**src/sv/assert_macros.svh**
```systemverilog
// Assertion macros used by the top-level RTL file.
`ifndef ASSERT_MACROS_SVH
`define ASSERT_MACROS_SVH
`ifndef NO_ASSERTIONS
`define EJQ_ASSERT(lbl, prop) \
	lbl: assert property (@(posedge clk) disable iff (!arst_n) prop) \
		else $error("%m: assertion failed");
`define EJQ_ASSERT_NEXT(lbl, pre, post) \
	lbl: assert property (@(posedge clk) disable iff (!arst_n) (pre) |=> (post)) \
		else $error("%m: assertion failed");
`else
`define EJQ_ASSERT(lbl, prop)
`define EJQ_ASSERT_NEXT(lbl, pre, post)
`endif
`endif

```
**src/sv/ejq_pkg.sv**
```systemverilog
// Types and constants of the joint quaternion builder.
`timescale 1ns / 1ps
`default_nettype none
package ejq_pkg;

	localparam int TRIG_W = 34;

	localparam logic [2:0] KIND_POS_X = 3'd0;
	localparam logic [2:0] KIND_POS_Y = 3'd1;
	localparam logic [2:0] KIND_POS_Z = 3'd2;
	localparam logic [2:0] KIND_ROT_X = 3'd3;
	localparam logic [2:0] KIND_ROT_Y = 3'd4;
	localparam logic [2:0] KIND_ROT_Z = 3'd5;
	localparam logic [2:0] KIND_NONE  = 3'd6;

	localparam logic [1:0] QI_W = 2'd0;
	localparam logic [1:0] QI_X = 2'd1;
	localparam logic [1:0] QI_Y = 2'd2;
	localparam logic [1:0] QI_Z = 2'd3;

	typedef logic [3:0][31:0] quat_t;

	typedef enum logic [1:0] {ST_IDLE, ST_TRIG, ST_QMUL, ST_EMIT} state_t;
	typedef enum logic [2:0] {TP_IDLE, TP_MOD, TP_DIV, TP_FOLD, TP_CORD} trig_phase_t;

	typedef struct packed {
		logic [1:0] qi;
		logic       use_s;
		logic       neg;
	} term_t;

	localparam logic [31:0] ATAN_TURNS [32] = '{
		32'h20000000, 32'h12E4051E, 32'h09FB385B, 32'h051111D4, 32'h028B0D43,
		32'h0145D7E1, 32'h00A2F61E, 32'h00517C55, 32'h0028BE53, 32'h00145F2F,
		32'h000A2F98, 32'h000517CC, 32'h00028BE6, 32'h000145F3, 32'h0000A2FA,
		32'h0000517D, 32'h000028BE, 32'h0000145F, 32'h00000A30, 32'h00000518,
		32'h0000028C, 32'h00000146, 32'h000000A3, 32'h00000051, 32'h00000029,
		32'h00000014, 32'h0000000A, 32'h00000005, 32'h00000003, 32'h00000001,
		32'h00000001, 32'h00000000
	};

	// Operand pick for product k of the right multiply by an axis rotation.
	function automatic term_t term_sel(input logic [1:0] axis, input logic [2:0] k);
		term_t t;
		t = '{qi: QI_W, use_s: 1'b0, neg: 1'b0};
		unique case ({axis, k})
			5'b00_000: t = '{QI_W, 1'b0, 1'b0};
			5'b00_001: t = '{QI_X, 1'b1, 1'b1};
			5'b00_010: t = '{QI_W, 1'b1, 1'b0};
			5'b00_011: t = '{QI_X, 1'b0, 1'b0};
			5'b00_100: t = '{QI_Y, 1'b0, 1'b0};
			5'b00_101: t = '{QI_Z, 1'b1, 1'b0};
			5'b00_110: t = '{QI_Z, 1'b0, 1'b0};
			5'b00_111: t = '{QI_Y, 1'b1, 1'b1};
			5'b01_000: t = '{QI_W, 1'b0, 1'b0};
			5'b01_001: t = '{QI_Y, 1'b1, 1'b1};
			5'b01_010: t = '{QI_X, 1'b0, 1'b0};
			5'b01_011: t = '{QI_Z, 1'b1, 1'b1};
			5'b01_100: t = '{QI_W, 1'b1, 1'b0};
			5'b01_101: t = '{QI_Y, 1'b0, 1'b0};
			5'b01_110: t = '{QI_Z, 1'b0, 1'b0};
			5'b01_111: t = '{QI_X, 1'b1, 1'b0};
			5'b10_000: t = '{QI_W, 1'b0, 1'b0};
			5'b10_001: t = '{QI_Z, 1'b1, 1'b1};
			5'b10_010: t = '{QI_X, 1'b0, 1'b0};
			5'b10_011: t = '{QI_Y, 1'b1, 1'b0};
			5'b10_100: t = '{QI_Y, 1'b0, 1'b0};
			5'b10_101: t = '{QI_X, 1'b1, 1'b1};
			5'b10_110: t = '{QI_W, 1'b1, 1'b0};
			5'b10_111: t = '{QI_Z, 1'b0, 1'b0};
			default:   t = '{QI_W, 1'b0, 1'b0};
		endcase
		return t;
	endfunction

endpackage
`default_nettype wire

```
**src/sv/ejq_qmul.sv**
```systemverilog
// Quaternion times axis rotation, one product per cycle, round and saturate.
`timescale 1ns / 1ps
`default_nettype none
module ejq_qmul import ejq_pkg::*; #(
	parameter int QUAT_FRAC_BITS = 30
) (
	input  wire logic                    clk,
	input  wire logic                    arst_n,
	input  wire logic                    start,
	input  wire logic [1:0]              axis,
	input  wire quat_t                   q,
	input  wire logic signed [TRIG_W-1:0] c,
	input  wire logic signed [TRIG_W-1:0] s,
	output logic                         done,
	output quat_t                        res
);
	localparam logic signed [67:0] RND = 68'sd1 <<< (QUAT_FRAC_BITS - 1);
	localparam logic signed [67:0] SMAX = 68'sd2147483647;
	localparam logic signed [67:0] SMIN = -68'sd2147483648;

	logic busy_q, vld_s1, done_q;
	logic [2:0] k_q, k_s1;
	logic neg_s1;
	logic [1:0] axis_q;
	logic signed [65:0] prod_s1, acc_q;
	term_t tm;
	logic signed [31:0] qop;
	logic signed [TRIG_W-1:0] top;
	logic signed [67:0] sum, shd;
	logic [31:0] sat;

	assign tm = term_sel(axis_q, k_q);
	assign qop = $signed(q[tm.qi]);
	assign top = tm.use_s ? s : c;
	assign sum = (neg_s1 ? 68'(acc_q) - 68'(prod_s1) : 68'(acc_q) + 68'(prod_s1)) + RND;
	assign shd = sum >>> QUAT_FRAC_BITS;
	assign sat = (shd > SMAX) ? 32'h7FFF_FFFF : (shd < SMIN) ? 32'h8000_0000 : shd[31:0];
	// done follows the write of the last part
	assign done = done_q;

	always_ff @(posedge clk or negedge arst_n) begin
		if (!arst_n) begin
			busy_q <= 1'b0;
			vld_s1 <= 1'b0;
			done_q <= 1'b0;
			k_q <= '0;
		end else begin
			vld_s1 <= busy_q;
			done_q <= vld_s1 && (k_s1 == 3'd7);
			if (start) begin
				busy_q <= 1'b1;
				k_q <= '0;
			end else if (busy_q) begin
				k_q <= k_q + 3'd1;
				if (k_q == 3'd7) busy_q <= 1'b0;
			end
		end
	end

	always_ff @(posedge clk) begin
		if (start) axis_q <= axis;
		prod_s1 <= qop * top;
		k_s1 <= k_q;
		neg_s1 <= tm.neg;
		if (vld_s1) begin
			if (!k_s1[0]) acc_q <= prod_s1;
			else res[k_s1[2:1]] <= sat;
		end
	end
endmodule
`default_nettype wire

```
**config.mk**
```make
export PLATFORM = sky130hd
export DESIGN_NAME = ejq_qmul
export DESIGN_NICKNAME = d
export VERILOG_FILES = /design/src/sv/assert_macros.svh /design/src/sv/ejq_pkg.sv /design/src/sv/ejq_qmul.sv
export SDC_FILE = /design/constraint.sdc
export NUM_CORES = 2
export LEC_CHECK = 0
export BUFFER_PORTS_ARGS = -buffer_cell sky130_fd_sc_hd__buf_2
export CORE_MARGIN = 2
export CORE_UTILIZATION = 65
export CTS_BUF_LIST = sky130_fd_sc_hd__clkbuf_4 sky130_fd_sc_hd__clkbuf_8 sky130_fd_sc_hd__clkbuf_16
export DETAILED_ROUTE_END_ITERATION = 6
export GPL_TIMING_DRIVEN = 0
export PLACE_DENSITY = 0.9
export REMOVE_ABC_BUFFERS = 1
export SETUP_SLACK_MARGIN = 0.5
export SLEW_MARGIN = 40
export SYNTH_ARGS = -nofsm -noshare
export SYNTH_HDL_FRONTEND = slang
export SYNTH_SLANG_ARGS = --single-unit
```
**constraint.sdc**
```tcl
create_clock -name clk -period 31.3 [get_ports clk]
set_clock_uncertainty 0.15 [all_clocks]
set_input_delay 3.13 -clock clk [delete_from_list [all_inputs] [get_ports clk]]
set_output_delay 3.13 -clock clk [all_outputs]
set_load 0.01 [all_outputs]
```
Word level (Yosys, flattened, before mapping)
Memory sizes are Yosys's and may differ from the RTL's.
Cells that the tools add are included.
{"block": "totals", "input_bits": 201, "output_inout_bits": 129, "register_bits": 272, "romBits": 128, "memories": 1}
{"name": "(no name shown)", "words": 32, "word_bits": 4, "read_ports": 1, "rd_clocked_by_memory_dff": 0, "wr": 0, "line_no": "ejq_pkg.sv:46", "source": "unique case ({axis, k})"}
{"block": "classes", "n_reduce_logical": 5, "add_sub_neg": 4, "eq_ne": 2, "magnitude_cmp": 5, "mul": 1, "bitwise": 1, "muxes": 14}
{"operator": "$bwmux W128", "count": 1}
{"operator": "$mux W32", "count": 4}
{"operator": "$add A68 B31 Y68 const B", "count": 1}
{"operator": "$mux W68", "count": 1}
{"operator": "$add A66 B66 Y67", "count": 1}
{"operator": "$sub A66 B66 Y67", "count": 1}
{"operator": "$mul A32 B34 Y66", "count": 1}
{"operator": "$bmux W32 S2", "count": 1}
{"operator": "$demux W32 S2", "count": 1}
{"operator": "$gt A38 B32 Y1 const B", "count": 1}
{"operator": "$lt A38 B32 Y1 const B", "count": 1}
{"operator": "$mux W34", "count": 1}
{"operator": "$eq A3 B3 Y1 const B", "count": 2}
{"operator": "$lt A2 B3 Y1 const B", "count": 2}
{"operator": "$mux W3", "count": 2}
{"operator": "$reduce_and A2 Y1", "count": 2}
{"operator": "$add A3 B1 Y3 const B", "count": 1}
{"operator": "$mux W1", "count": 3}
{"operator": "$ge A2 B1 Y1 const B", "count": 1}
{"operator": "$logic_and A1 B1 Y1", "count": 2}
{"operator": "$reduce_bool A2 Y1", "count": 1}
{"operator": "$not A1 Y1", "count": 1}

Depth between registers and ports, before layout
{"block": "logic_depth", "word_depth": 7, "mapped_depth": 43}

Worst setup path before layout
Ideal clock, no wire load.
{"block": "synth_timing", "path_type": "input port to flip-flop", "start": "input port q[40] in the netlist's numbering", "end": "register prod_s1[65]", "required_time_ns": 31.029, "path_slack_ns": 19.798, "cell_stages": 34, "arrival_time_ns": 11.232, "cell_sequence": "mux2i_1 -> mux2i_1 -> clkbuf_1 -> nand2_1 -> fa_1 -> inv_1 -> fa_1 -> fa_1 -> inv_1 -> fa_1 -> inv_1 -> fa_1 -> inv_1 -> fa_1 -> inv_1 -> fa_1 -> fa_1 -> ha_1 -> nand4_1 -> nor2_1 -> nand2_1 -> o2bb2ai_1 -> nor2_1 -> o21ai_0 -> a21oi_1 -> o31ai_1 -> a221o_1 -> a41o_1 -> a311o_1 -> nand2_1 -> o21ai_0 -> a221o_1 -> a21oi_1 -> xnor2_1"}
{"block": "synth_via", "elab_chain_cells": 3}
{"element": "from (decl)", "line_no": "ejq_qmul.sv:11", "source": "input wire quat_t q,"}
{"element": "$bmux W32 S2", "line_no": "ejq_qmul.sv:33", "source": "assign qop = $signed(q[tm.qi]);"}
{"element": "$mux W32 (not written as such)", "line_no": "ejq_qmul.sv:33"}
{"element": "$mul A32 B34 Y66", "line_no": "ejq_qmul.sv:62", "source": "prod_s1 <= qop * top;"}
{"element": "to (signal assigned)", "line_no": "ejq_qmul.sv:62"}
{"element": "to (decl)", "line_no": "ejq_qmul.sv:25", "source": "logic signed [65:0] prod_s1, acc_q;"}
Every way passes these cells. The select of a mux whose other input is x is not followed.
A chain may end at the register's enable or synchronous reset.

Worst setup path in the final report
{"block": "layout_timing", "start": "register k_q[0]", "end": "register prod_s1[65]"}
{"block": "layout_via", "elab_chain_cells": 4, "elab_cells_between_ends": 5, "classes_between": "mul (1); mux (3); memory (1)"}
{"element": "from (decl)", "line_no": "ejq_qmul.sv:22", "source": "logic [2:0] k_q, k_s1;"}
{"element": "from (signal assigned)", "line_no": "ejq_qmul.sv:54", "source": "k_q <= k_q + 3'd1;"}
{"element": "$mem_v2 Z32 W4 *"}
{"element": "$bmux W32 S2", "line_no": "ejq_qmul.sv:33"}
{"element": "$mux W32 (not written as such)", "line_no": "ejq_qmul.sv:33"}
{"element": "$mul A32 B34 Y66 *", "line_no": "ejq_qmul.sv:62"}
Every way passes the cells marked *; elsewhere a longest branch is shown, timed or not. The select of a mux whose other input is x is not followed.

==> results.tsv <==
metric	value	unit
CTS tree	yes	
number of global-route vias before repair	46100	
die width	287	um
Slew Limit Fails	0	
ys async rst share	0.0221	
CP max stage cell	o31ai_1	
Net count, final	7301	
Pre-antenna DRT Iters	7	
crit path DAT	12.67	ns
Vias	41500	
gr ovfl total	0	
unrepaired setup endpoints after global routing	no	
cts bufs inserted	21	
Synth Warn #	0	
post-DR wirelength/cell	23.4	um
Resize count post-CTS	0	
largest net degree at the start of global routing	61	
clk slew on worst S/H paths	0.08	ns
I/O Buffers	329	
routing usage on met3	0.158	
Initial Util	0.658	
fin crit period	12.41	ns
post-synth top area cell	fa_1	
htree depth	1	
Syn Area/Cell	9.57	um2
via/cell ratio	6.13	
Post-synth EDFFs	196	
Worst-Skew Late Latency	0.53	ns
Hold Buf Count CTS	0	
RR Startpoint	k_q[0]$_DFFE_PN0P_	
Final Cycle Share	0.396	
max incr delay on CP	0.60	ns
Setup Total Neg Slack	0	ns
synth-to-layout area growth	10.3	%
Die H	287	um
layout cells sized above 1	0.120	
critical path class	reg -> reg	
Post-Syn Area	52100	um2
starting DRC count in detailed routing	4178	
max cap viols	0	
CTS Buffer Depth	3	
Total GRT Usage	0.395	
Rows	103	
Worst Setup Start Kind	flop	
final hold vios	0	
Critical Path Start	k_q[0]$_DFFE_PN0P_	
global routing usage on met1	0.445	
Max-slew headroom	0.435	
met2 global-route usage	0.603	
Synth Flop Type	edfxtp_1	
number of I/O pins	330	
cells after synthesis	5448	
WL final	159000	um
Core Footprint	79300	um2
crit-path max FO	11	
root buffer cell	clkbuf_16	
Post-DP HPWL	129000	um
# setup viols final	0	
# clock sinks	272	
post-CTS setup buffer count	0	
Seq cells post-synth	272	
worst hold start	k_q[1]$_DFFE_PN0P_	
Hold Path Class	reg -> reg	
status	completed	
Seq/Total Area, Yosys	0.143	
Peak Freq	80.6	MHz
worst path required time	31.56	ns
actual slew at the worst max-slew pin	0.847	ns
global-route wire length before repair	247000	um
top post-synthesis cells by area	fa_1, edfxtp_1, inv_1	
die area	82500	um2
initial antenna violation count	2	
drt drc	0	
most used cell, CP	buf_8	
CP Capture Type	flop	
post-synthesis cell type count	95	
most used routing layer	met2	
Routed Antenna Nets	0	
GP Congestion	1.01	
top-area cell type share of the netlist area	0.438	
-- stage by stage --
stage	util	setup WS, ns	cells	hold slack [ns]	instance area, um2
floorplan	-	17.23	5230	0.241	51300
global placement	0.684	11.83	6609	0.285	54200
detailed placement	0.717	18.49	6727	0.276	56800
CTS	0.725	19.01	6765	0.295	57500
global route	0.725	18.26	6765	0.325	57500
finish	0.726	18.89	6766	0.297	57500
-- cells in the final DEF, fill, tap and decap left out, types with 30 or more instances in the layout --
master / n
mux2i_4: 47
mux2_2: 57
nand3_1: 33
a21o_1: 60
xnor2_1: 153
fa_1: 1139
buf_8: 69
buf_2: 333
o21ai_0: 73
dfxtp_1: 69
inv_1: 1071
nor3_1: 39
and2_1: 50
nand2_1: 614
ha_1: 258
mux2i_1: 52
a21oi_2: 30
edfxtp_1: 196
nor2_1: 665
nand2b_1: 61
xor2_1: 50
a21oi_1: 175
-- area by class of cell --
cell class / instances / area, um2
Multi-Input combinational cell: 3887 / 40700
Fill cell: 5142 / 21800
Sequential cell: 272 / 7440
Inverter: 1071 / 4020
Timing Repair Buffer: 447 / 3380
Tap cell: 1050 / 1310
Clock buffer: 23 / 541
Clock inverter: 15 / 110
Antenna cell: 1 / 2.50
-- synth_stat cells (18+ instances only) --
master       n
o21bai_1    18
dfxtp_1     70
nand4_1     24
o21ai_0     73
a21oi_2     30
and2_1      50
mux2_2      59
ha_1       258
nor2_1     668
nor2b_1     24
nor3_1      41
a21o_1      60
xor2_1      50
edfxtp_1   196
fa_1      1142
clkbuf_1   183
nand3_1     33
a21oi_1    184
inv_1     1071
nand2_1    614
buf_1       20
xnor2_1    153
mux2i_1     99
a211oi_1    22
and3_1      20
nand2b_1    61
-- kinds of logic (layout without fill, tap and decap cells) --
| family | Yosys count | in the layout | share of synthesized area |
|---|---|---|---|
| adders and majority gates | 1400 | 1400 | 0.500 |
| and+or+nand+nor | 1618 | 1618 | 0.135 |
| buffers and inverters | 1289 | 1556 | 0.0940 |
| AOI/OAI and AO/OA | 506 | 506 | 0.0619 |
| other | 0 | 1 | 0 |
| xor gates and xnor gates | 204 | 204 | 0.0344 |
| DFF | 272 | 272 | 0.143 |
| muxes | 159 | 159 | 0.0320 |
-- final timing paths --
path	endpoint	slack, ns	cells past startpoint
setup / recovery	prod_s1[65]$_DFF_P_	18.89	44
hold / removal	k_s1[1]$_DFF_P_	0.30	0
setup reg to reg	prod_s1[65]$_DFF_P_	18.89	44
hold reg to reg	k_s1[1]$_DFF_P_	0.30	0
max in group asynchronous	busy_q$_DFF_PN0_	28.55	1
min in group asynchronous	done$_DFF_PN0_	2.28	1
-- critical path: cells and delay by family, from the launching register on --
family	cells	cell delay [ns]
AO/OA/AOI/OAI	11	3.21
XOR/XNOR	1	0.12
adder cells (fa/ha/maj)	10	4.67
buffers and inverters	14	2.20
flip-flops	1	0.47
multiplexers	2	0.70
AND/OR/NAND/NOR	6	0.68
-- registers in the layout, indices dropped and copies added, names as in the netlist --
name,cells
k_q,3
acc_q,66
vld_s1,1
busy_q,1
res,128
k_s1,3
neg_s1,1
prod_s1,66
axis_q,2
done,1
-- metal layers --
layer | vias up | wire length (um)
met3 | 1092 | 23400
met4 | 6 | 15100
li1 | 17200 | -
met1 | 20000 | 50900
met2 | 3220 | 69000
met5 | - | 113
Power is not shown: default switching activity piles up to over one toggle a cycle in this logic, so the estimate is an artifact.
