[config.mk]
export PLATFORM = sky130hd
export DESIGN_NAME = ejq_trig
export DESIGN_NICKNAME = d
export VERILOG_FILES = /design/src/sv/assert_macros.svh /design/src/sv/ejq_pkg.sv /design/src/sv/ejq_trig.sv
export SDC_FILE = /design/constraint.sdc
export NUM_CORES = 1
export LEC_CHECK = 0
export BUFFER_PORTS_ARGS = -buffer_cell sky130_fd_sc_hd__buf_2
export CORE_MARGIN = 2
export CORE_UTILIZATION = 42
export DETAILED_ROUTE_END_ITERATION = 12
export MAX_ROUTING_LAYER = met4
export PLACE_DENSITY = 0.69
export SLEW_MARGIN = 20
export SYNTH_ARGS = -nofsm -noshare
export SYNTH_HDL_FRONTEND = slang
export SYNTH_SLANG_ARGS = --single-unit
[constraint.sdc]
create_clock -name clk -period 7.59 [get_ports clk]
set_input_delay 1.1385 -clock clk [delete_from_list [all_inputs] [get_ports clk]]
set_output_delay 1.1385 -clock clk [all_outputs]
set_load 0.02 [all_outputs]
[src/sv/assert_macros.svh]
// Assertion macros used by the top-level RTL file.
`ifndef ASSERT_MACROS_SVH
`define ASSERT_MACROS_SVH
`ifndef NO_ASSERTIONS
`define EJQ_ASSERT(lbl, prop) \
	lbl: assert property (@(posedge clk) disable iff (!arst_n) prop) \
		else $error("%m: assertion failed");
`define EJQ_ASSERT_NEXT(lbl, pre, post) \
	lbl: assert property (@(posedge clk) disable iff (!arst_n) (pre) |=> (post)) \
		else $error("%m: assertion failed");
`else
`define EJQ_ASSERT(lbl, prop)
`define EJQ_ASSERT_NEXT(lbl, pre, post)
`endif
`endif

[src/sv/ejq_pkg.sv]
// Types and constants of the joint quaternion builder.
`timescale 1ns / 1ps
`default_nettype none
package ejq_pkg;

	localparam int TRIG_W = 34;

	localparam logic [2:0] KIND_POS_X = 3'd0;
	localparam logic [2:0] KIND_POS_Y = 3'd1;
	localparam logic [2:0] KIND_POS_Z = 3'd2;
	localparam logic [2:0] KIND_ROT_X = 3'd3;
	localparam logic [2:0] KIND_ROT_Y = 3'd4;
	localparam logic [2:0] KIND_ROT_Z = 3'd5;
	localparam logic [2:0] KIND_NONE  = 3'd6;

	localparam logic [1:0] QI_W = 2'd0;
	localparam logic [1:0] QI_X = 2'd1;
	localparam logic [1:0] QI_Y = 2'd2;
	localparam logic [1:0] QI_Z = 2'd3;

	typedef logic [3:0][31:0] quat_t;

	typedef enum logic [1:0] {ST_IDLE, ST_TRIG, ST_QMUL, ST_EMIT} state_t;
	typedef enum logic [2:0] {TP_IDLE, TP_MOD, TP_DIV, TP_FOLD, TP_CORD} trig_phase_t;

	typedef struct packed {
		logic [1:0] qi;
		logic       use_s;
		logic       neg;
	} term_t;

	localparam logic [31:0] ATAN_TURNS [32] = '{
		32'h20000000, 32'h12E4051E, 32'h09FB385B, 32'h051111D4, 32'h028B0D43,
		32'h0145D7E1, 32'h00A2F61E, 32'h00517C55, 32'h0028BE53, 32'h00145F2F,
		32'h000A2F98, 32'h000517CC, 32'h00028BE6, 32'h000145F3, 32'h0000A2FA,
		32'h0000517D, 32'h000028BE, 32'h0000145F, 32'h00000A30, 32'h00000518,
		32'h0000028C, 32'h00000146, 32'h000000A3, 32'h00000051, 32'h00000029,
		32'h00000014, 32'h0000000A, 32'h00000005, 32'h00000003, 32'h00000001,
		32'h00000001, 32'h00000000
	};

	// Operand pick for product k of the right multiply by an axis rotation.
	function automatic term_t term_sel(input logic [1:0] axis, input logic [2:0] k);
		term_t t;
		t = '{qi: QI_W, use_s: 1'b0, neg: 1'b0};
		unique case ({axis, k})
			5'b00_000: t = '{QI_W, 1'b0, 1'b0};
			5'b00_001: t = '{QI_X, 1'b1, 1'b1};
			5'b00_010: t = '{QI_W, 1'b1, 1'b0};
			5'b00_011: t = '{QI_X, 1'b0, 1'b0};
			5'b00_100: t = '{QI_Y, 1'b0, 1'b0};
			5'b00_101: t = '{QI_Z, 1'b1, 1'b0};
			5'b00_110: t = '{QI_Z, 1'b0, 1'b0};
			5'b00_111: t = '{QI_Y, 1'b1, 1'b1};
			5'b01_000: t = '{QI_W, 1'b0, 1'b0};
			5'b01_001: t = '{QI_Y, 1'b1, 1'b1};
			5'b01_010: t = '{QI_X, 1'b0, 1'b0};
			5'b01_011: t = '{QI_Z, 1'b1, 1'b1};
			5'b01_100: t = '{QI_W, 1'b1, 1'b0};
			5'b01_101: t = '{QI_Y, 1'b0, 1'b0};
			5'b01_110: t = '{QI_Z, 1'b0, 1'b0};
			5'b01_111: t = '{QI_X, 1'b1, 1'b0};
			5'b10_000: t = '{QI_W, 1'b0, 1'b0};
			5'b10_001: t = '{QI_Z, 1'b1, 1'b1};
			5'b10_010: t = '{QI_X, 1'b0, 1'b0};
			5'b10_011: t = '{QI_Y, 1'b1, 1'b0};
			5'b10_100: t = '{QI_Y, 1'b0, 1'b0};
			5'b10_101: t = '{QI_X, 1'b1, 1'b1};
			5'b10_110: t = '{QI_W, 1'b1, 1'b0};
			5'b10_111: t = '{QI_Z, 1'b0, 1'b0};
			default:   t = '{QI_W, 1'b0, 1'b0};
		endcase
		return t;
	endfunction

endpackage
`default_nettype wire

[src/sv/ejq_trig.sv]
// Half-angle cosine and sine: serial modulo, serial divide by 720, CORDIC.
`timescale 1ns / 1ps
`default_nettype none
module ejq_trig import ejq_pkg::*; #(
	parameter int VALUE_FRAC_BITS = 16,
	parameter int QUAT_FRAC_BITS = 30,
	parameter int TRIG_ITERATIONS = 24
) (
	input  wire logic                     clk,
	input  wire logic                     arst_n,
	input  wire logic                     start,
	input  wire logic signed [31:0]       deg,
	output logic                          done,
	output logic signed [TRIG_W-1:0]      cos_o,
	output logic signed [TRIG_W-1:0]      sin_o
);
	localparam int MW = 10 + VALUE_FRAC_BITS;
	localparam int DW = MW + 31;
	localparam int NW = MW + 32 - VALUE_FRAC_BITS;
	localparam int NIT = (TRIG_ITERATIONS < 31) ? TRIG_ITERATIONS : 31;
	localparam logic [63:0] MOD_L = 64'd720 << VALUE_FRAC_BITS;
	localparam logic [MW-1:0] MOD_M = MOD_L[MW-1:0];
	localparam logic signed [TRIG_W-1:0] X0 =
		TRIG_W'(64'sd652032874 >>> (30 - QUAT_FRAC_BITS));

	trig_phase_t ph_q, ph_d;
	logic [DW-1:0] r_q, d_q;
	logic [5:0] cnt_q;
	logic sgn_q, neg_q;
	logic [NW-1:0] n_q;
	logic [9:0] rem_q;
	logic [31:0] quo_q;
	logic [4:0] it_q;
	logic signed [TRIG_W-1:0] x_q, y_q, z_q;

	logic [DW-1:0] r_nx;
	logic [MW-1:0] r_lo, t_red;
	logic [10:0] rr;
	logic rr_ge;
	logic signed [TRIG_W-1:0] atn, xs, ys;
	logic [31:0] deg_abs;

	assign deg_abs = deg[31] ? 32'(-deg) : 32'(deg);
	assign r_nx = (r_q >= d_q) ? r_q - d_q : r_q;
	assign r_lo = r_nx[MW-1:0];
	assign t_red = (sgn_q && (r_lo != '0)) ? MOD_M - r_lo : r_lo;
	assign rr = {rem_q, n_q[NW-1]};
	assign rr_ge = rr >= 11'd720;
	assign atn = TRIG_W'(ATAN_TURNS[it_q]);
	assign xs = x_q >>> it_q;
	assign ys = y_q >>> it_q;

	always_comb begin
		ph_d = ph_q;
		unique case (ph_q)
			TP_IDLE: if (start) ph_d = TP_MOD;
			TP_MOD:  if (cnt_q == '0) ph_d = TP_DIV;
			TP_DIV:  if (cnt_q == '0) ph_d = TP_FOLD;
			TP_FOLD: ph_d = TP_CORD;
			TP_CORD: if (it_q == 5'(NIT - 1)) ph_d = TP_IDLE;
			default: ph_d = TP_IDLE;
		endcase
	end

	always_comb begin
		done = (ph_q == TP_CORD) && (it_q == 5'(NIT - 1));
	end

	always_ff @(posedge clk or negedge arst_n) begin
		if (!arst_n) begin
			ph_q <= TP_IDLE;
		end else begin
			ph_q <= ph_d;
		end
	end

	always_ff @(posedge clk) begin
		unique case (ph_q)
			TP_IDLE: begin
				r_q <= DW'(deg_abs);
				d_q <= {MOD_M, 31'b0};
				sgn_q <= deg[31];
				cnt_q <= 6'd31;
			end
			TP_MOD: begin
				r_q <= r_nx;
				d_q <= d_q >> 1;
				if (cnt_q == '0) begin
					cnt_q <= 6'(NW - 1);
				end else begin
					cnt_q <= cnt_q - 6'd1;
				end
			end
			TP_DIV: begin
				rem_q <= rr_ge ? 10'(rr - 11'd720) : rr[9:0];
				quo_q <= {quo_q[30:0], rr_ge};
				n_q <= n_q << 1;
				cnt_q <= cnt_q - 6'd1;
			end
			TP_FOLD: begin
				x_q <= X0;
				y_q <= '0;
				it_q <= '0;
				if (quo_q < 32'h4000_0000) begin
					z_q <= TRIG_W'(quo_q);
					neg_q <= 1'b0;
				end else if (quo_q >= 32'hC000_0000) begin
					z_q <= TRIG_W'(quo_q) - (TRIG_W'(1) << 32);
					neg_q <= 1'b0;
				end else begin
					z_q <= TRIG_W'(quo_q) - (TRIG_W'(1) << 31);
					neg_q <= 1'b1;
				end
			end
			TP_CORD: begin
				it_q <= it_q + 5'd1;
				if (!z_q[TRIG_W-1]) begin
					x_q <= x_q - ys;
					y_q <= y_q + xs;
					z_q <= z_q - atn;
				end else begin
					x_q <= x_q + ys;
					y_q <= y_q - xs;
					z_q <= z_q + atn;
				end
			end
			default: begin
			end
		endcase
		if (ph_q == TP_MOD && cnt_q == '0) begin
			rem_q <= '0;
			quo_q <= '0;
		end
		if (ph_q == TP_MOD) begin
			n_q <= {t_red, (32 - VALUE_FRAC_BITS)'(0)};
		end
	end

	// Last iteration result, sign applied for the folded half.
	logic signed [TRIG_W-1:0] xf, yf;
	always_comb begin
		if (!z_q[TRIG_W-1]) begin
			xf = x_q - ys;
			yf = y_q + xs;
		end else begin
			xf = x_q + ys;
			yf = y_q - xs;
		end
	end

	always_ff @(posedge clk) begin
		if (done) begin
			cos_o <= neg_q ? -xf : xf;
			sin_o <= neg_q ? -yf : yf;
		end
	end
endmodule
`default_nettype wire

[Word-level counts from Yosys, hierarchy flattened]
Memories as Yosys holds them, arrays and structs flattened.
Index checks and enable logic that the tools add are counted.
W data, S select, Z words.
Operators by class
  add/sub/neg operators: 16
  magnitude comparators: 5
  eq/ne operators: 10
  shifts and indexed selects: 2
  muxes and demuxes: 29
  bitwise gates (word level): 1
  reduce and logical (&&, ||, !) cells: 12
Operators with widths (count)
  $mux W34: 7
  $pmux W57 S2: 2
  $pmux W34 S2: 3
  $mux W32: 3
  $mux W42: 2
  $add A34 B34 Y34: 2
  $neg A34 Y34: 2
  $sshr A34 B5 Y34: 2
  $sub A34 B34 Y34: 2
  $ge A57 B57 Y1: 1
  $mux W57: 1
  $sub A57 B57 Y57: 1
  $add A34 B33 Y34: 1
  $sub A32 B33 Y34 const B: 1
  $sub A34 B33 Y34: 1
  $sub A32 B32 Y33 const B: 1
  $ge A32 B32 Y1 const B: 1
  $lt A32 B31 Y1 const B: 1
  $neg A32 Y32: 1
  $mux W26: 1
  $reduce_bool A26 Y1: 1
  $sub A26 B26 Y26 const A: 1
  $pmux W6 S3: 1
  $pmux W3 S5: 1
  other kinds (23): 35
Storage, ports and cells
  register bits: 368
  memory bits (read-only): 1024
  input bits: 35
  output and inout bits: 69
  logic and storage cells: 92
  memories kept: 1
Memory list
  (name not given): words 32, width 32, read ports 1, clocked after memory_dff 0, write ports 0, line ejq_trig.sv:49  | assign atn = TRIG_W'(ATAN_TURNS[it_q]);

[Depth between registers and ports, before layout]
  word-level depth: 7
  gate-level depth with buffers: 28
  gate-level depth less buffers: 24

[Worst setup path before layout]
Ideal clock, no wire load.
  path type: reg2out
  from: register it_q[3]
  to: output port done
  arrival: 6.849 ns
  data required time: 6.451 ns
  setup slack: -0.398 ns
  cell stages (with the launch flop): 8
  buffers on the path: 4
  cell sequence: edfxtp_1 inv_1 clkbuf_1 clkbuf_1 buf_2 nand2_1 clkbuf_1 nor3_1
Between the ends
  word-level cells in the longest chain between the ends: 2
RTL lines
  start: declaration: line ejq_trig.sv:33  | logic [4:0] it_q;
  start signal: assignment: line ejq_trig.sv:116  | it_q <= it_q + 5'd1;
  $eq A5 B5 Y1: line ejq_trig.sv:66  | done = (ph_q == TP_CORD) && (it_q == 5'(NIT - 1));
  $logic_and A1 B1 Y1: line ejq_trig.sv:66
  end: declaration: line ejq_trig.sv:13  | output logic done,
No other way between the ends.

[Worst setup path in the final report]
  from: register it_q[0]
  to: register z_q[32] (data pin)
Between the ends
  word-level cells in the longest chain between the ends: 7
  elaborated cells on any way between the ends: 8
  those cells by class: add/sub (2); mux (4); bitwise (1); memory (1)
RTL lines
  $not A5 Y6 (not written as such) *: line ejq_trig.sv:49
  $mem_v2 Z32 W32 *
  $mux W32 (not written as such) * (2 in a row): line ejq_trig.sv:49
  $sub A34 B33 Y34 or $add A34 B33 Y34 (tied branches): line ejq_trig.sv:120, ejq_trig.sv:124
  $mux W34 *: line ejq_trig.sv:117  | if (!z_q[TRIG_W-1]) begin
  $pmux W34 S2 *: line ejq_trig.sv:78  | unique case (ph_q)
  end signal: assignment: line ejq_trig.sv:111  | z_q <= TRIG_W'(quo_q) - (TRIG_W'(1) << 31);
  end signal: assignment: line ejq_trig.sv:120  | z_q <= z_q - atn;
  end signal: assignment: line ejq_trig.sv:124  | z_q <= z_q + atn;
  end: declaration: line ejq_trig.sv:34  | logic signed [TRIG_W-1:0] x_q, y_q, z_q;
Every way passes the cells marked *; elsewhere a longest branch is shown, timed or not. The select of a mux whose other input is x is not followed.
A chain may end at the register's enable or synchronous reset.

==> key figures <==
Die
  – Die ar.: between 70000 and 80000 um^2
  – Die Height: roughly 280 um
  – Row count: 101
  – Core Area: 75800 um^2
  – Die W: between 200 and 300 um
  – IO Pins: roughly 100
  – Initial Util: approximately 42%

Setup path
  – Setup crit end kind: flop
  – CP Launch Type: flop
  – Worst Path Max Fanout: 43
  – Req. time, crit path: slightly below 8 ns
  – R2r worst-path depth: 23
  – Critical path class: reg2reg
  – WP data arrival: around 7.5 ns

Run
  – Max-Cap Viols: 0

Clock network
  – CTS tree: done
  – CTS hold repair buffers: 0
  – CTS H-Tree Depth: 2
  – Buffer depth of the longest clock path: 3
  – Clock-pin slew on the worst setup and hold paths: roughly 0.070 ns
  – Inserted Clock Buffers: 46
  – Clock sinks: roughly 370
  – Root Driver: clkbuf_16
  – Clock Latency Late Sink: 0.63 ns

Global routing
  – Total GRT Usage: a little under a quarter
  – Initial antenna violation count: 1
  – Vias in the first global route: roughly 27000
  – First-pass GRT wire length: ~140000 um
  – Routing usage on met3: between 3 and 4%
  – Largest net degree at the start of global routing: 85
  – Grt peak-use layer: met2
  – M1 GR Usage: 30.9%
  – Grt total ovfl: 0
  – Met2 Resource Use GR: a little over a third

STA
  – RSZ-0062 raised after global routing: no
  – Setup Skew: ~0.042 ns
  – Worst hold slack: slightly below 0.3 ns
  – Fin. Hold Viols: 0
  – Endpoints failing setup: 0
  – Tmin final: 7.14 ns
  – Fin. max-slew vios: 0
  – Worst-Margin Slew: a little under 1 ns
  – Final setup margin: ~0.45 ns
  – Crit share post-route: 94.0%
  – Setup TNS: 0 ns
  – Headroom to the max-slew limit: around a third
  – Fmax: 0.140 GHz

Yosys
  – Synthesized instance count: between 3000 and 4000
  – Syn. warnings: 0
  – Yosys reg bits: roughly 370
  – Yosys top cell area share: between 30 and 40%
  – Syn Area/Cell: 8.90 um^2
  – Fraction of registers with async set/reset: 0.815%
  – Cell area after synthesis: approximately 32000 um^2
  – Most used DFF post-synth: edfxtp_1
  – Synth top area cells: edfxtp_1, ha_1, mux4_2
  – Post-Syn Nets: around 3800
  – Largest area contributor in the netlist: edfxtp_1
  – Post-synth EDFFs: ~320
  – Cell variety after synth: a little over 90
  – Seq/Total Area, Yosys: between 30 and 40%

Pwr
  – Pleak: 13.6 nW
  – Power Density: between 300 and 400 nW/um^2
  – Largest vdd supply drop: 0.321 mV
  – Total Power: between 10 and 15 mW

Layout
  – Share of cells above drive strength 1: 12.5%
  – Fillers: roughly 7300
  – Layout overhead on the synthesized area: 10.1%
  – Layout Nets: roughly 3800

Route
  – Wirelength, routed: between 80000 and 90000 um
  – Drt wl/cell: around 19 um
  – Drt first-iter violations: 2265
  – Vias: around 28000
  – Drt via density: 5.95
  – ANT nets after route: 0
  – DRC: 0
  – DRT Pass-1 Iters: 6

Placement
  – Placer Congestion: 1.01
  – Number of port buffers: ~100
  – Pre-CTS setup slack: approximately 0.26 ns
  – Final HPWL DP: between 60000 and 70000 um

Status
  – Status: complete, no violations

Hold path
  – Hold crit path type: in2async
==> layout make-up <==
type                            count  area, um^2  area share, %
Tap cell                          978        1220           3.46
Clock inverter                     30         337          0.952
Clock buffer                       56        1220           3.45
Sequential cell                   368       10600           30.0
Multi-Input combinational cell   2905       20300           57.3
Inverter                          138         520           1.47
Antenna cell                        1        2.50        0.00708
Timing Repair Buffer              177        1170           3.31
==> per-layer routing <==
| layer | part of all wire, % | wire length [um] |
|---|---|---|
| met1 | 44 | 39700 |
| met2 | 45 | 40600 |
| met3 | 7.4 | 6680 |
| met4 | 3.2 | 2890 |
| met5 | 0 | 0 |
==> Yosys cell counts, types with 63 or more instances <==
cell type / instances
nand2_1: 412
nor2_1: 335
edfxtp_1: 323
a21oi_1: 293
o21ai_0: 238
xnor2_1: 188
ha_1: 173
clkbuf_1: 139
xor2_1: 138
inv_1: 135
mux4_2: 86
nand3_1: 73
a21o_1: 66
nor3_1: 63
==> state kept, by name, indices dropped and copies added (netlist names) <==
register / count
ph_q: 3
cos_o: 34
r_q: 57
x_q: 34
quo_q: 32
n_q: 26
y_q: 34
cnt_q: 6
rem_q: 10
sgn_q: 1
neg_q: 1
d_q: 57
z_q: 34
it_q: 5
sin_o: 34
==> worst max-delay path: stages (launching register included) <==
cell       delay [ns]
edfxtp_1         0.44
clkbuf_16        0.32
clkinv_1         0.22
buf_4            0.23
ha_1             0.28
nand2b_1         0.21
nor3b_1          0.17
o31ai_1          0.51
a211o_1          0.21
nor3b_1          0.09
nand2_1          0.18
nor2_1           0.07
nor2_1           0.75
xor2_1           0.18
ha_1             0.40
a21o_1           0.23
or4_1            0.46
o21a_1           0.27
a222oi_1         0.52
a211oi_1         0.14
or4_1            0.50
a21oi_1          0.19
xor2_1           0.16
o21ai_0          0.09
==> through the flow <==
step	utilization (%)	cells	cell area [um^2]
finish	46.6	4653	35400
global route	46.6	4653	35400
CTS	46.6	4650	35300
detailed placement	44.5	4564	33700
global placement	44.5	4564	33700
floorplan	-	3609	32100
==> power breakdown <==
part	internal (mW)	total, mW	switching, mW
registers	3.02	3.23	0.208
clock network	1.30	2.25	0.955
logic	2.29	5.97	3.67
total	6.61	11.4	4.84
==> kinds of logic (layout without fill, tap and decap cells) <==
| kind of cell | Yosys count | count (layout) | share of synthesized area (%) |
|---|---|---|---|
| AO/OA/AOI/OAI | 995 | 995 | 19.6 |
| XOR/XNOR | 326 | 326 | 8.89 |
| adder cells (fa/ha/maj) | 177 | 177 | 6.99 |
| buffers and inverters | 336 | 401 | 4.07 |
| flip-flops | 368 | 368 | 33.1 |
| multiplexers | 193 | 193 | 9.58 |
| other | 0 | 1 | 0 |
| AND/OR/NAND/NOR | 1214 | 1214 | 17.8 |
==> cells in the final DEF (no fill, tap or decap), types with 48 or more instances in the layout <==
cell type and instances:
mux2_2 56, mux2i_1 50, nor3_1 62, mux4_2 86, xnor2_1 188, ha_1 173, a21o_1 66, a21oi_1 292
and2_1 57, nand3_1 73, nand2_1 410, inv_1 133, o21a_1 48, o21ai_0 238, edfxtp_1 323, buf_2 103
nor2_1 332, buf_4 66, xor2_1 138
==> timing repair <==
action,in CTS,in global routing
endpoints found under the setup margin,0,12
gates resized for setup,0,6
setup buffers,0,1
==> worst paths after layout <==
kind	from	to	slack (ns)
max	it_q[0]	z_q[32]	0.45
min	arst_n	ph_q[0]	0.29
max reg2reg	it_q[0]	z_q[32]	0.45
min reg2reg	quo_q[2]	quo_q[3]	0.46
max in group asynchronous	arst_n	ph_q[2]	7.19
min in group clk	quo_q[2]	quo_q[3]	0.46
No activity file was read; power rests on OpenSTA's default activity.
